$ cat src/hw/rtl/qte_pkg.sv
package qte_pkg;

  localparam int DATA_WIDTH_DEF   = 16;
  localparam int CORDIC_STEPS_DEF = 16;

  // internal formats
  localparam int QW = 23;   // component, Q2.20
  localparam int PW = 46;   // product, Q.40
  localparam int TW = 48;   // term, Q.40
  localparam int VW = 50;   // CORDIC vector legs
  localparam int ZW = 34;   // angle accumulator, 2^32 per turn
  localparam int SW = 32;   // arcsine leg, Q.30
  localparam int RW = 61;   // root and remainder
  localparam int SQRT_STEPS = 31;
  localparam int NLANE = 3;

  localparam logic signed [TW-1:0] ONE       = TW'(1) <<< 40;
  localparam logic signed [ZW-1:0] HALF_TURN = ZW'(1) <<< 31;
  localparam logic [RW-1:0]        SQ_LIM    = RW'(1) << 60;

  localparam int LANE_ROLL  = 0;
  localparam int LANE_PITCH = 1;
  localparam int LANE_YAW   = 2;

  typedef struct packed {
    logic signed [VW-1:0] x;
    logic signed [VW-1:0] y;
    logic signed [ZW-1:0] z;
  } lane_t;

  typedef struct packed {
    logic                 valid;
    lane_t                roll;
    lane_t                yaw;
    logic signed [SW-1:0] s;
    logic                 clamp;
    logic                 cneg;
    logic [RW-1:0]        rem;
    logic [RW-1:0]        root;
  } sqrt_word_t;

  typedef struct packed {
    logic                   valid;
    lane_t [NLANE-1:0]      lane;
    logic                   clamp;
    logic                   cneg;
  } cordic_word_t;

  function automatic logic signed [ZW-1:0] atan_entry(input logic [4:0] k);
    logic signed [ZW-1:0] a;
    unique case (k)
      5'd0:  a = 34'sh020000000;
      5'd1:  a = 34'sh012E4051E;
      5'd2:  a = 34'sh009FB385B;
      5'd3:  a = 34'sh0051111D4;
      5'd4:  a = 34'sh0028B0D43;
      5'd5:  a = 34'sh00145D7E1;
      5'd6:  a = 34'sh000A2F61E;
      5'd7:  a = 34'sh000517C55;
      5'd8:  a = 34'sh00028BE53;
      5'd9:  a = 34'sh000145F2F;
      5'd10: a = 34'sh0000A2F98;
      5'd11: a = 34'sh0000517CC;
      5'd12: a = 34'sh000028BE6;
      5'd13: a = 34'sh0000145F3;
      5'd14: a = 34'sh00000A2FA;
      5'd15: a = 34'sh00000517D;
      5'd16: a = 34'sh0000028BE;
      5'd17: a = 34'sh00000145F;
      5'd18: a = 34'sh000000A30;
      5'd19: a = 34'sh000000518;
      5'd20: a = 34'sh00000028C;
      5'd21: a = 34'sh000000146;
      5'd22: a = 34'sh0000000A3;
      5'd23: a = 34'sh000000051;
      5'd24: a = 34'sh000000029;
      5'd25: a = 34'sh000000014;
      5'd26: a = 34'sh00000000A;
      5'd27: a = 34'sh000000005;
      5'd28: a = 34'sh000000003;
      5'd29: a = 34'sh000000001;
      5'd30: a = 34'sh000000001;
      5'd31: a = 34'sh000000000;
    endcase
    return a;
  endfunction

endpackage

$ cat src/hw/rtl/qte_cordic_cell.sv
module qte_cordic_cell import qte_pkg::*; #(
  parameter int STEP = 0
) (
  input  logic         clk,
  input  logic         rst,
  input  logic         ce,
  input  cordic_word_t in_word,
  output cordic_word_t out_word
);

  localparam logic [4:0] IDX = STEP[4:0];
  localparam logic signed [ZW-1:0] ANG = atan_entry(IDX);

  cordic_word_t nxt;
  logic signed [VW-1:0] xs [NLANE];
  logic signed [VW-1:0] ys [NLANE];

  always_comb begin
    nxt = in_word;
    for (int l = 0; l < NLANE; l++) begin
      xs[l] = in_word.lane[l].x >>> IDX;
      ys[l] = in_word.lane[l].y >>> IDX;
      // a lane already on the axis stays put
      if (in_word.lane[l].y != '0) begin
        if (!in_word.lane[l].y[VW-1]) begin
          nxt.lane[l].x = in_word.lane[l].x + ys[l];
          nxt.lane[l].y = in_word.lane[l].y - xs[l];
          nxt.lane[l].z = in_word.lane[l].z + ANG;
        end else begin
          nxt.lane[l].x = in_word.lane[l].x - ys[l];
          nxt.lane[l].y = in_word.lane[l].y + xs[l];
          nxt.lane[l].z = in_word.lane[l].z - ANG;
        end
      end
    end
  end

  always_ff @(posedge clk) begin
    if (rst) begin
      out_word.valid <= 1'b0;
    end else if (ce) begin
      out_word <= nxt;
    end
  end

endmodule

$ cat config.mk
export PLATFORM = sky130hd
export DESIGN_NAME = qte_cordic_cell
export DESIGN_NICKNAME = d
export VERILOG_FILES = /design/src/hw/rtl/qte_pkg.sv /design/src/hw/rtl/qte_cordic_cell.sv
export SDC_FILE = /design/constraint.sdc
export NUM_CORES = 1
export LEC_CHECK = 0
export BUFFER_PORTS_ARGS = -buffer_cell sky130_fd_sc_hd__buf_2
export CAP_MARGIN = 30
export CELL_PAD_IN_SITES_DETAIL_PLACEMENT = 1
export CELL_PAD_IN_SITES_GLOBAL_PLACEMENT = 2
export CORE_MARGIN = 1.5
export CORE_UTILIZATION = 34
export CTS_CLUSTER_DIAMETER = 80
export DETAILED_ROUTE_END_ITERATION = 8
export PLACE_DENSITY = 0.83
export SLEW_MARGIN = 15
export SYNTH_ARGS = -nofsm -noshare
export SYNTH_HDL_FRONTEND = slang
export SYNTH_SLANG_ARGS = --single-unit
$ cat constraint.sdc
create_clock -name clk -period 27.4 [get_ports clk]
set_clock_uncertainty 0.2 [all_clocks]
set_input_delay 4.11 -clock clk [delete_from_list [all_inputs] [get_ports clk]]
set_output_delay 4.11 -clock clk [all_outputs]
set_load 0.05 [all_outputs]
==> impl_metrics.tcl <==
set metrics [dict create \
    grt_pass1_vias 44900 \
    cp_max_fo 6 \
    worstPathArrival_ns 8.51 \
    path_clk_slew_ns 0.06 \
    drv_slew 0 \
    largest_reg_flops 405 \
    fin_crit_ns 8.30 \
    ios 813 \
    first_pass_iters 6 \
    status "completed" \
    synth_compound_area_frac 0.266 \
    yosys_warnings 0 \
    muxShareOfSynthArea 0.0208 \
    hp-class "flip-flop to flip-flop" \
    crit_path_start_kind "input pin" \
    synthToLayoutAreaGrowth_pct 16.6 \
    vias 44100 \
    drive_gt1_frac 0.167 \
    nets 6890 \
    power_frac_seq 0.297 \
    first_iter_violations 3695 \
    synth_xor_area_frac 0.0557 \
    antenna_left 0 \
    synth_edf_count 404 \
    cp_slowest_cell "a311oi_1" \
    chipHeight_um 359 \
    row_count 130 \
    hp-start "out_word[404]" \
    power_mw 2.69 \
    min_to "out_word[404]" \
    core_region_area_sq_um 126000 \
    fillers 15300 \
    viasPerCell 5.74 \
    cp_slowest_stage_delay_ns 0.87 \
    synthAdderAreaFrac 0.150 \
    p_switching_mw 1.18 \
    postCtsSetupBuffers 0 \
    syn_avg_cell_area_sq_um 8.06 \
    ys_types 104 \
    antenna_found_initial 41 \
    htreeDepth 2 \
    setup_viol 0 \
    clkLatencyLatePin_ns 0.65 \
    postCtsHoldBufs 0 \
    max-slew-margin-rel 0.317 \
    hold_path_depth 2 \
    wl_per_cell_um 26.7 \
    pwr-share-comb 0.438 \
    synth_top_area_share 0.282 \
    start_util 0.343 \
    regToRegEndpoint "out_word[404]" \
    yosys.area_share.simple 0.159 \
    finalHoldViolCount 0 \
    synth_top_family_by_area "compound AO/OA/AOI/OAI gates" \
    yosys.area.top_type "edfxtp_1" \
    power.density_nw_per_um2 53.6 \
    startpoint "in_word[171]" \
    min_period_over_period 0.303 \
    grt_max_degree 77 \
    ys.flop_type "edfxtp_1" \
    syn-cell-area_sq_um 43100 \
    die_area_sq_um 129000 \
    timing.rr.start "out_word[404]" \
    intPower_mw 1.52 \
    globalRouteOverflowTotal 0 \
    drt-total-wl_mm 205 \
    final.setup.tns_ns 0 \
    crit_type "input pin to flip-flop" \
    cts_buffers 55 \
    gp_congestion 0.986 \
    top_regs "out_word (405)" \
    end_kind "flip-flop" \
    maxCapViolCount 0 \
    cts_tree "built" \
    grt.total_usage 0.305 \
    worstPathCellList "buf_2 > inv_1 > ha_1 > nor2b_1 > o2111ai_1 > nand3_1 > a41oi_1 > o211ai_1 > a311oi_1 > o31ai_1 > a2111oi_0 > o21ai_0 > a21boi_1 > mux2i_1" \
    synth_seq_area_share 0.282 \
    cts_root_buf "clkbuf_16" \
    top_register "out_word" \
    p_sw_frac 0.437 \
    io_buffers 812 \
    grt_first_pass_wirelength_mm 301 \
    cts_sinks 405 \
    tightest_slew_ns 1.01 \
    ctsResizeCount 0 \
    synth_fp_nets 6260 \
    die_w_um 359 \
    rsz0062_at_grt "no" \
    fmax_mhz 121 \
    power_leakage_nw 21.9 \
    drc 0 \
    cp.required_ns 27.61 \
    peakVddDrop_v 0.0000553 \
    synth.area.top_cells "edfxtp_1 (28%), ha_1 (14%), a21oi_1 (7.9%), nor2_1 (5.1%), xnor2_1 (4.9%)" \
    postSynthCellCount 5342 \
    synth-seq-cells 405 \
    ys_async_sr_fraction 0 \
    hpwl_mm 167 \
    cts_buffer_depth 3 \
    clkPwrFrac 0.265 \
    rrSetupSlack_ns 26.60 \
    reg2regPathDepth 2 \
]
==> metal layers <==
metal  up-vias  part of all wire  track usage
li1      20400                 -            -
met4        34             0.033       0.0932
met3       314             0.069       0.0542
met1     21900              0.43        0.400
met5         -            0.0011            0
met2      1529              0.47        0.510
==> cells in the mapped netlist, types with 55 or more instances <==
cell type and n:
edfxtp_1 404, nor2_1 586, clkbuf_1 198, nand2b_1 58
xnor2_1 241, o31ai_1 55, ha_1 498, nor4_1 84
nor3_1 101, o21bai_1 123, nand4_1 71, nand3_1 66
mux2i_1 86, a21oi_1 683, o21ai_0 386, nor2b_1 58
inv_1 463, nand2_1 332, a21o_1 129
==> cell families (layout without fill, tap and decap cells) <==
family                     Yosys count  in the layout
AOI/OAI and AO/OA                 1828           1828
and+or+nand+nor                   1483           1483
xor gates and xnor gates           274            274
muxes                               89             89
buffers and inverters              753           1426
other                                0             19
DFF                                405            405
adders and majority gates          510            510
==> worst max-delay path, delay by kind of cell <==
family,cells,cell delay [ns]
muxes,1,0.15
and+or+nand+nor,2,0.36
adders and majority gates,1,0.32
AOI/OAI and AO/OA,8,3.28
buffers and inverters,2,0.27
==> through the flow <==
| stage | cells | utilization | hold WS (ns) | setup slack [ns] | instance area [sq um] |
|---|---|---|---|---|---|
| final | 7684 | 0.399 | 0.316 | 19.10 | 50200 |
| after global routing | 7670 | 0.399 | 0.403 | 18.88 | 50200 |
| after CTS | 7664 | 0.399 | 0.326 | 19.25 | 50200 |
| after detailed placement | 7564 | 0.385 | 0.312 | 18.54 | 48400 |
| after global placement | 7563 | 0.385 | 0.274 | 18.56 | 48400 |
| after floorplan | 5342 | - | 0.533 | 4.02 | 43100 |
==> placed cells by master (no fill, tap or decap), drive strengths merged, types with 123 or more instances in the layout <==
master / instances
buf: 843
a21oi: 683
nor2: 586
ha: 498
inv: 477
o21ai: 416
edfxtp: 404
nand2: 333
xnor2: 241
a21o: 129
o21bai: 123
==> power groups by stage <==
stage | Clock, mW | Combinational [mW] | Sequential, mW
after floorplan | 0 | 0.555 | 1.04
after global placement | 0 | 1.15 | 0.811
final | 0.713 | 1.18 | 0.799
after global routing | 0.749 | 1.25 | 0.805
after detailed placement | 0 | 1.16 | 0.812
after CTS | 0.733 | 1.16 | 0.800
==> final cells by class <==
class,instances,area [sq um],area share
diodes,19,47.5,0.000947
clock buffers,70,1450,0.0289
clock inverters,30,280,0.00558
inverters,483,1810,0.0361
multi-input cells,4184,28100,0.559
flip-flops and latches,405,12200,0.242
well taps,1650,2060,0.0411
repair buffers,843,4320,0.0861
==> worst max-delay path by stage <==
stage | end | slack (ns) | cells past startpoint
after global placement | out_word[219] | 18.56 | 14
after CTS | out_word[219] | 19.25 | 14
after global routing | out_word[219] | 18.88 | 14
after floorplan | out_word[0] | 4.02 | 1
final | out_word[219] | 19.10 | 14
after detailed placement | out_word[219] | 18.54 | 14
Power figures use the tool's default switching activity.
