$ cat config.mk
export PLATFORM = sky130hd
export DESIGN_NAME = qte_sqrt_cell
export DESIGN_NICKNAME = d
export VERILOG_FILES = /design/src/hw/rtl/qte_pkg.sv /design/src/hw/rtl/qte_sqrt_cell.sv
export SDC_FILE = /design/constraint.sdc
export NUM_CORES = 1
export LEC_CHECK = 0
export ABC_AREA = 1
export BUFFER_PORTS_ARGS = -buffer_cell sky130_fd_sc_hd__buf_4
export CAP_MARGIN = 10
export CORE_AREA = 2 2 332 334
export DETAILED_ROUTE_END_ITERATION = 10
export DIE_AREA = 0 0 334 336
export GPL_TIMING_DRIVEN = 0
export PLACE_DENSITY_LB_ADDON = 0.3
export RECOVER_POWER = 50
export SKIP_CTS_REPAIR_TIMING = 1
export SYNTH_ARGS = -nofsm -noshare
export SYNTH_HDL_FRONTEND = slang
export SYNTH_SLANG_ARGS = --single-unit
export TNS_END_PERCENT = 30
$ cat constraint.sdc
create_clock -name clk -period 18.07 [get_ports clk]
set_input_delay 0.9035 -clock clk [delete_from_list [all_inputs] [get_ports clk]]
set_output_delay 0.9035 -clock clk [all_outputs]
set_load 0.03 [all_outputs]
$ cat src/hw/rtl/qte_pkg.sv
package qte_pkg;

  localparam int DATA_WIDTH_DEF   = 16;
  localparam int CORDIC_STEPS_DEF = 16;

  // internal formats
  localparam int QW = 23;   // component, Q2.20
  localparam int PW = 46;   // product, Q.40
  localparam int TW = 48;   // term, Q.40
  localparam int VW = 50;   // CORDIC vector legs
  localparam int ZW = 34;   // angle accumulator, 2^32 per turn
  localparam int SW = 32;   // arcsine leg, Q.30
  localparam int RW = 61;   // root and remainder
  localparam int SQRT_STEPS = 31;
  localparam int NLANE = 3;

  localparam logic signed [TW-1:0] ONE       = TW'(1) <<< 40;
  localparam logic signed [ZW-1:0] HALF_TURN = ZW'(1) <<< 31;
  localparam logic [RW-1:0]        SQ_LIM    = RW'(1) << 60;

  localparam int LANE_ROLL  = 0;
  localparam int LANE_PITCH = 1;
  localparam int LANE_YAW   = 2;

  typedef struct packed {
    logic signed [VW-1:0] x;
    logic signed [VW-1:0] y;
    logic signed [ZW-1:0] z;
  } lane_t;

  typedef struct packed {
    logic                 valid;
    lane_t                roll;
    lane_t                yaw;
    logic signed [SW-1:0] s;
    logic                 clamp;
    logic                 cneg;
    logic [RW-1:0]        rem;
    logic [RW-1:0]        root;
  } sqrt_word_t;

  typedef struct packed {
    logic                   valid;
    lane_t [NLANE-1:0]      lane;
    logic                   clamp;
    logic                   cneg;
  } cordic_word_t;

  function automatic logic signed [ZW-1:0] atan_entry(input logic [4:0] k);
    logic signed [ZW-1:0] a;
    unique case (k)
      5'd0:  a = 34'sh020000000;
      5'd1:  a = 34'sh012E4051E;
      5'd2:  a = 34'sh009FB385B;
      5'd3:  a = 34'sh0051111D4;
      5'd4:  a = 34'sh0028B0D43;
      5'd5:  a = 34'sh00145D7E1;
      5'd6:  a = 34'sh000A2F61E;
      5'd7:  a = 34'sh000517C55;
      5'd8:  a = 34'sh00028BE53;
      5'd9:  a = 34'sh000145F2F;
      5'd10: a = 34'sh0000A2F98;
      5'd11: a = 34'sh0000517CC;
      5'd12: a = 34'sh000028BE6;
      5'd13: a = 34'sh0000145F3;
      5'd14: a = 34'sh00000A2FA;
      5'd15: a = 34'sh00000517D;
      5'd16: a = 34'sh0000028BE;
      5'd17: a = 34'sh00000145F;
      5'd18: a = 34'sh000000A30;
      5'd19: a = 34'sh000000518;
      5'd20: a = 34'sh00000028C;
      5'd21: a = 34'sh000000146;
      5'd22: a = 34'sh0000000A3;
      5'd23: a = 34'sh000000051;
      5'd24: a = 34'sh000000029;
      5'd25: a = 34'sh000000014;
      5'd26: a = 34'sh00000000A;
      5'd27: a = 34'sh000000005;
      5'd28: a = 34'sh000000003;
      5'd29: a = 34'sh000000001;
      5'd30: a = 34'sh000000001;
      5'd31: a = 34'sh000000000;
    endcase
    return a;
  endfunction

endpackage

$ cat src/hw/rtl/qte_sqrt_cell.sv
module qte_sqrt_cell import qte_pkg::*; #(
  parameter int BIT_POS = 0
) (
  input  logic       clk,
  input  logic       rst,
  input  logic       ce,
  input  sqrt_word_t in_word,
  output sqrt_word_t out_word
);

  localparam logic [RW-1:0] BIT = RW'(1) << (2 * BIT_POS);

  sqrt_word_t nxt;
  logic [RW:0] trial;

  always_comb begin
    nxt   = in_word;
    trial = {1'b0, in_word.root} + {1'b0, BIT};
    if ({1'b0, in_word.rem} >= trial) begin
      nxt.rem  = in_word.rem - trial[RW-1:0];
      nxt.root = (in_word.root >> 1) + BIT;
    end else begin
      nxt.root = in_word.root >> 1;
    end
  end

  always_ff @(posedge clk) begin
    if (rst) begin
      out_word.valid <= 1'b0;
    end else if (ce) begin
      out_word <= nxt;
    end
  end

endmodule

==> impl_summary.md <==
Outcome
The run finished, with violations left. The final reports fail on capacitance limit, slew limit.

Synthesis
The number of nets produced by synthesis is a little over 3000. For this run, the register share of the synthesized area comes to about 55%. The largest total area in the synthesized netlist belongs to sky130_fd_sc_hd__edfxtp_1.

In this run, synthesis produced a sequential element count of 425. Yosys mapped a number of flops with a built-in enable equal to roughly 420. Summed over its instances, the top area cell type makes up 55.3% of the synthesized netlist area. The dominant register cell in the synthesized netlist is sky130_fd_sc_hd__edfxtp_1.

Counting every instance in the synthesized netlist gives around 2600. In this run the mean area of a mapped cell was between 8 and 9 um^2. Ranked by total cell area, the synthesized netlist is headed by sky130_fd_sc_hd__edfxtp_1, sky130_fd_sc_hd__nand2_1, sky130_fd_sc_hd__inv_1. The number of distinct standard cells referenced by the synthesized netlist is 37. The count of yosys warnings during synthesis is 0. The share of flip-flops with an asynchronous set or reset is 0%. In this run the cell area of the synthesized design comes to 0.0230 mm^2.

Place
The cell area after placement is approximately 0.031 mm^2. The number of placed instances with taps included is just under 5000. The placed wire-length estimate is around 120000 um.

Timing analysis after detailed placement gives a worst setup slack of ~12 ns. The number of buffers added on ports is 840. The weighted congestion reported at the end of routability-driven placement is about 0.95.

Clock network
TritonCTS built the clock tree. Counting every sink on the clock net gives around 430. The tree is rooted in a sky130_fd_sc_hd__clkbuf_16. After clock tree synthesis, the clock-pin slew on the worst setup and hold paths is roughly 0.060 ns. For the worst-skew pair, the clock arrives at the later sink with an insertion delay of between 0.6 and 0.7 ns. The H-tree generated during clock tree synthesis spans 2 levels. The number of buffers between clock root and the deepest sink is 3. The number of buffers created by CTS is between 50 and 60.

STA
For the pin with the worst max-slew slack, the measured transition is about 1.9 ns. The fmax is about 160 MHz. Measured against its own limit, the worst slew margin works out to -25.8%. The maximum clock skew at final layout is 0 ns. The final max-slew violation count is 150.

The number of hold-slack violations in the final timing report is 0. Setup repair after global routing left no endpoint under its margin. The final period utilization is between 30% and 40%. The routed design could run at a clock period as short as 6.26 ns. Setup violations remaining at the end of the flow were counted as 0.

The hold slack is between 0.4 and 0.5 ns. After layout, the worst setup slack is 11.81 ns. In the final timing run, aggregate negative setup slack is 0 ns.

Global routing
The global-route congestion overflow total is 0. The global-route wire length before repair is between 150000 and 200000 um. Entering global routing, the biggest net connects 35 pins. The via count of the first global-routing pass was around 21000.

The initial antenna violation count came to 54. For this run, the total global-route usage over all layers was measured as a little under a quarter.

Job
The number of max-capacitance violations reported is 5.

Die
The row count is 121. The area of the core region is roughly 0.11 mm^2. The x dimension of the die is between 300 and 400 um.

The boundary pin count is between 800 and 900. The initial core utilization is between 20% and 30%. The die covers approximately 0.11 mm^2. The floorplan die height is between 300 and 400 um.

Pwr
Power spread over the standard cell area amounts to approximately 93 mW/mm^2. VDD sags by at most roughly 66 uV. The leakage power is between 15 and 20 nW. The power consumption is about 3 mW.

Setup path
For the worst flop-to-flop path, the logic depth is 2. The delay of the slowest cell on the worst path is about 1.4 ns. The critical path data required time is approximately 18 ns.

The maximum fanout encountered on the critical timing path is 34. The critical path arrival is approximately 6.6 ns. The critical path runs through a total of 10 cells.

Walking the worst path, the cells encountered are clkbuf_4, inv_1, nor2_1, clkbuf_1, clkbuf_1, clkbuf_1, buf_12, buf_12, buf_16, buf_12. The critical path buffer and inverter count is 9. The slowest stage of the critical path belongs to the cell sky130_fd_sc_hd__clkbuf_1. The cell class contributing the biggest share of worst-path delay is buffers and inverters. The type of element capturing the critical path is a flop. The critical setup path kind is in2reg.

STA classifies the critical path startpoint as an input pin.

Finish
In the layout the commonest cells are sky130_fd_sc_hd__nand2_1, sky130_fd_sc_hd__buf_4, sky130_fd_sc_hd__edfxtp_1. Cells fill a little under a third of the core in the end. The share of post-route cells with drive strength above 1 is between 20% and 30%. Counting flops per register, the top entry is out_word. The largest registers in the layout are out_word x425.

After the last flow step, the layout net total stands at ~4000. Relative to the synthesized area, the layout overhead comes to 42.1%. Leaving out fill and tap cells, the most frequent cell in the layout is sky130_fd_sc_hd__nand2_1. After the flow finishes, the layout carries non-filler instances totaling 4969. The final non-filler cell area is 0.0327 mm^2. The flip-flop count of the largest register, all copies and words added is ~430.

Route
The per-cell via count in the routed design is 4.36. Wires add up to about 140000 um. The final routed wire length divided by cell count is around 28 um.

The detailed-routing iteration count for the pre-antenna-repair pass is 6. The count of nets left with antenna violations once routing finished came out at 0. The total vias in the final route is between 20000 and 25000.

For this run, design rule violations remaining after detail routing come to 0. The first routing iteration left 1477 violations.

Worst hold path
Along the worst hold path, the cell count comes to 1. The tightest min-delay check is of the in2reg type.
-- final cells by class --
type                            count  area, um^2
Tap cell                         1414        1770
Clock inverter                     35         370
Sequential cell                   425       12800
Fill cell                       11733       75700
Multi-Input combinational cell   1704        8400
Inverter                          392        1470
Antenna cell                       18        45.0
Buffer                             68         389
Timing Repair Buffer              856        6180
Clock buffer                       57        1320
-- worst reg2reg max path, stage by stage, from the launching register on --
cell	delay (ns)
sky130_fd_sc_hd__dfxtp_1	0.34
sky130_fd_sc_hd__nand2_1	0.06
sky130_fd_sc_hd__a21oi_1	0.12
-- path summary, 6_finish.rpt --
| kind | start | end | slack (ns) |
|---|---|---|---|
| worst max register to register | out_word[424] | out_word[424] | 17.48 |
| worst max-delay path | ce | out_word[76] | 11.81 |
| worst min-delay path | in_word[336] | out_word[336] | 0.44 |
| worst min register to register | out_word[424] | out_word[424] | 0.48 |
-- power by group --
part / leakage, nW / internal (mW) / switching (mW)
sequential: 3.96 / 1.18 / 0.0228
clock: 0.800 / 0.601 / 0.463
combinational: 10.3 / 0.242 / 0.533
total: 15.0 / 2.02 / 1.02
-- cells by family after synthesis --
family	count (synthesis)	share of synthesized area (%)
and+or+nand+nor	1449	26.4
buffers and inverters	460	8.08
DFF	425	55.4
xor gates and xnor gates	124	4.72
adders and majority gates	64	3.51
AOI/OAI and AO/OA	53	1.23
muxes	14	0.609
-- synthesized netlist by cell type, types with 2 or more instances --
library cell / n
sky130_fd_sc_hd__a21o_1: 3
sky130_fd_sc_hd__nand2_2: 3
sky130_fd_sc_hd__inv_2: 13
sky130_fd_sc_hd__buf_2: 42
sky130_fd_sc_hd__edfxtp_1: 424
sky130_fd_sc_hd__ha_1: 63
sky130_fd_sc_hd__clkbuf_2: 2
sky130_fd_sc_hd__o21bai_1: 3
sky130_fd_sc_hd__nor3_1: 32
sky130_fd_sc_hd__inv_1: 379
sky130_fd_sc_hd__nand3_2: 2
sky130_fd_sc_hd__nand3b_1: 4
sky130_fd_sc_hd__nor4_1: 6
sky130_fd_sc_hd__and2_1: 4
sky130_fd_sc_hd__nor2_1: 192
sky130_fd_sc_hd__clkbuf_1: 11
sky130_fd_sc_hd__and3_1: 2
sky130_fd_sc_hd__or2_2: 2
sky130_fd_sc_hd__nand2_1: 948
sky130_fd_sc_hd__xor2_1: 85
sky130_fd_sc_hd__nor2_2: 10
sky130_fd_sc_hd__nand3_1: 89
sky130_fd_sc_hd__xnor2_1: 39
sky130_fd_sc_hd__o21ai_0: 5
sky130_fd_sc_hd__mux2i_1: 14
sky130_fd_sc_hd__buf_4: 3
sky130_fd_sc_hd__a21oi_1: 41
sky130_fd_sc_hd__nand4_1: 151
sky130_fd_sc_hd__buf_6: 9
-- per-layer routing --
metal	wire, um	part of all wire (%)	global-route usage, %
met1	50300	36	25.6
met2	66400	48	40.6
met3	17600	13	12.7
met4	3410	2.5	5.92
met5	329	0.24	0
(Power assumes the default switching activity.)
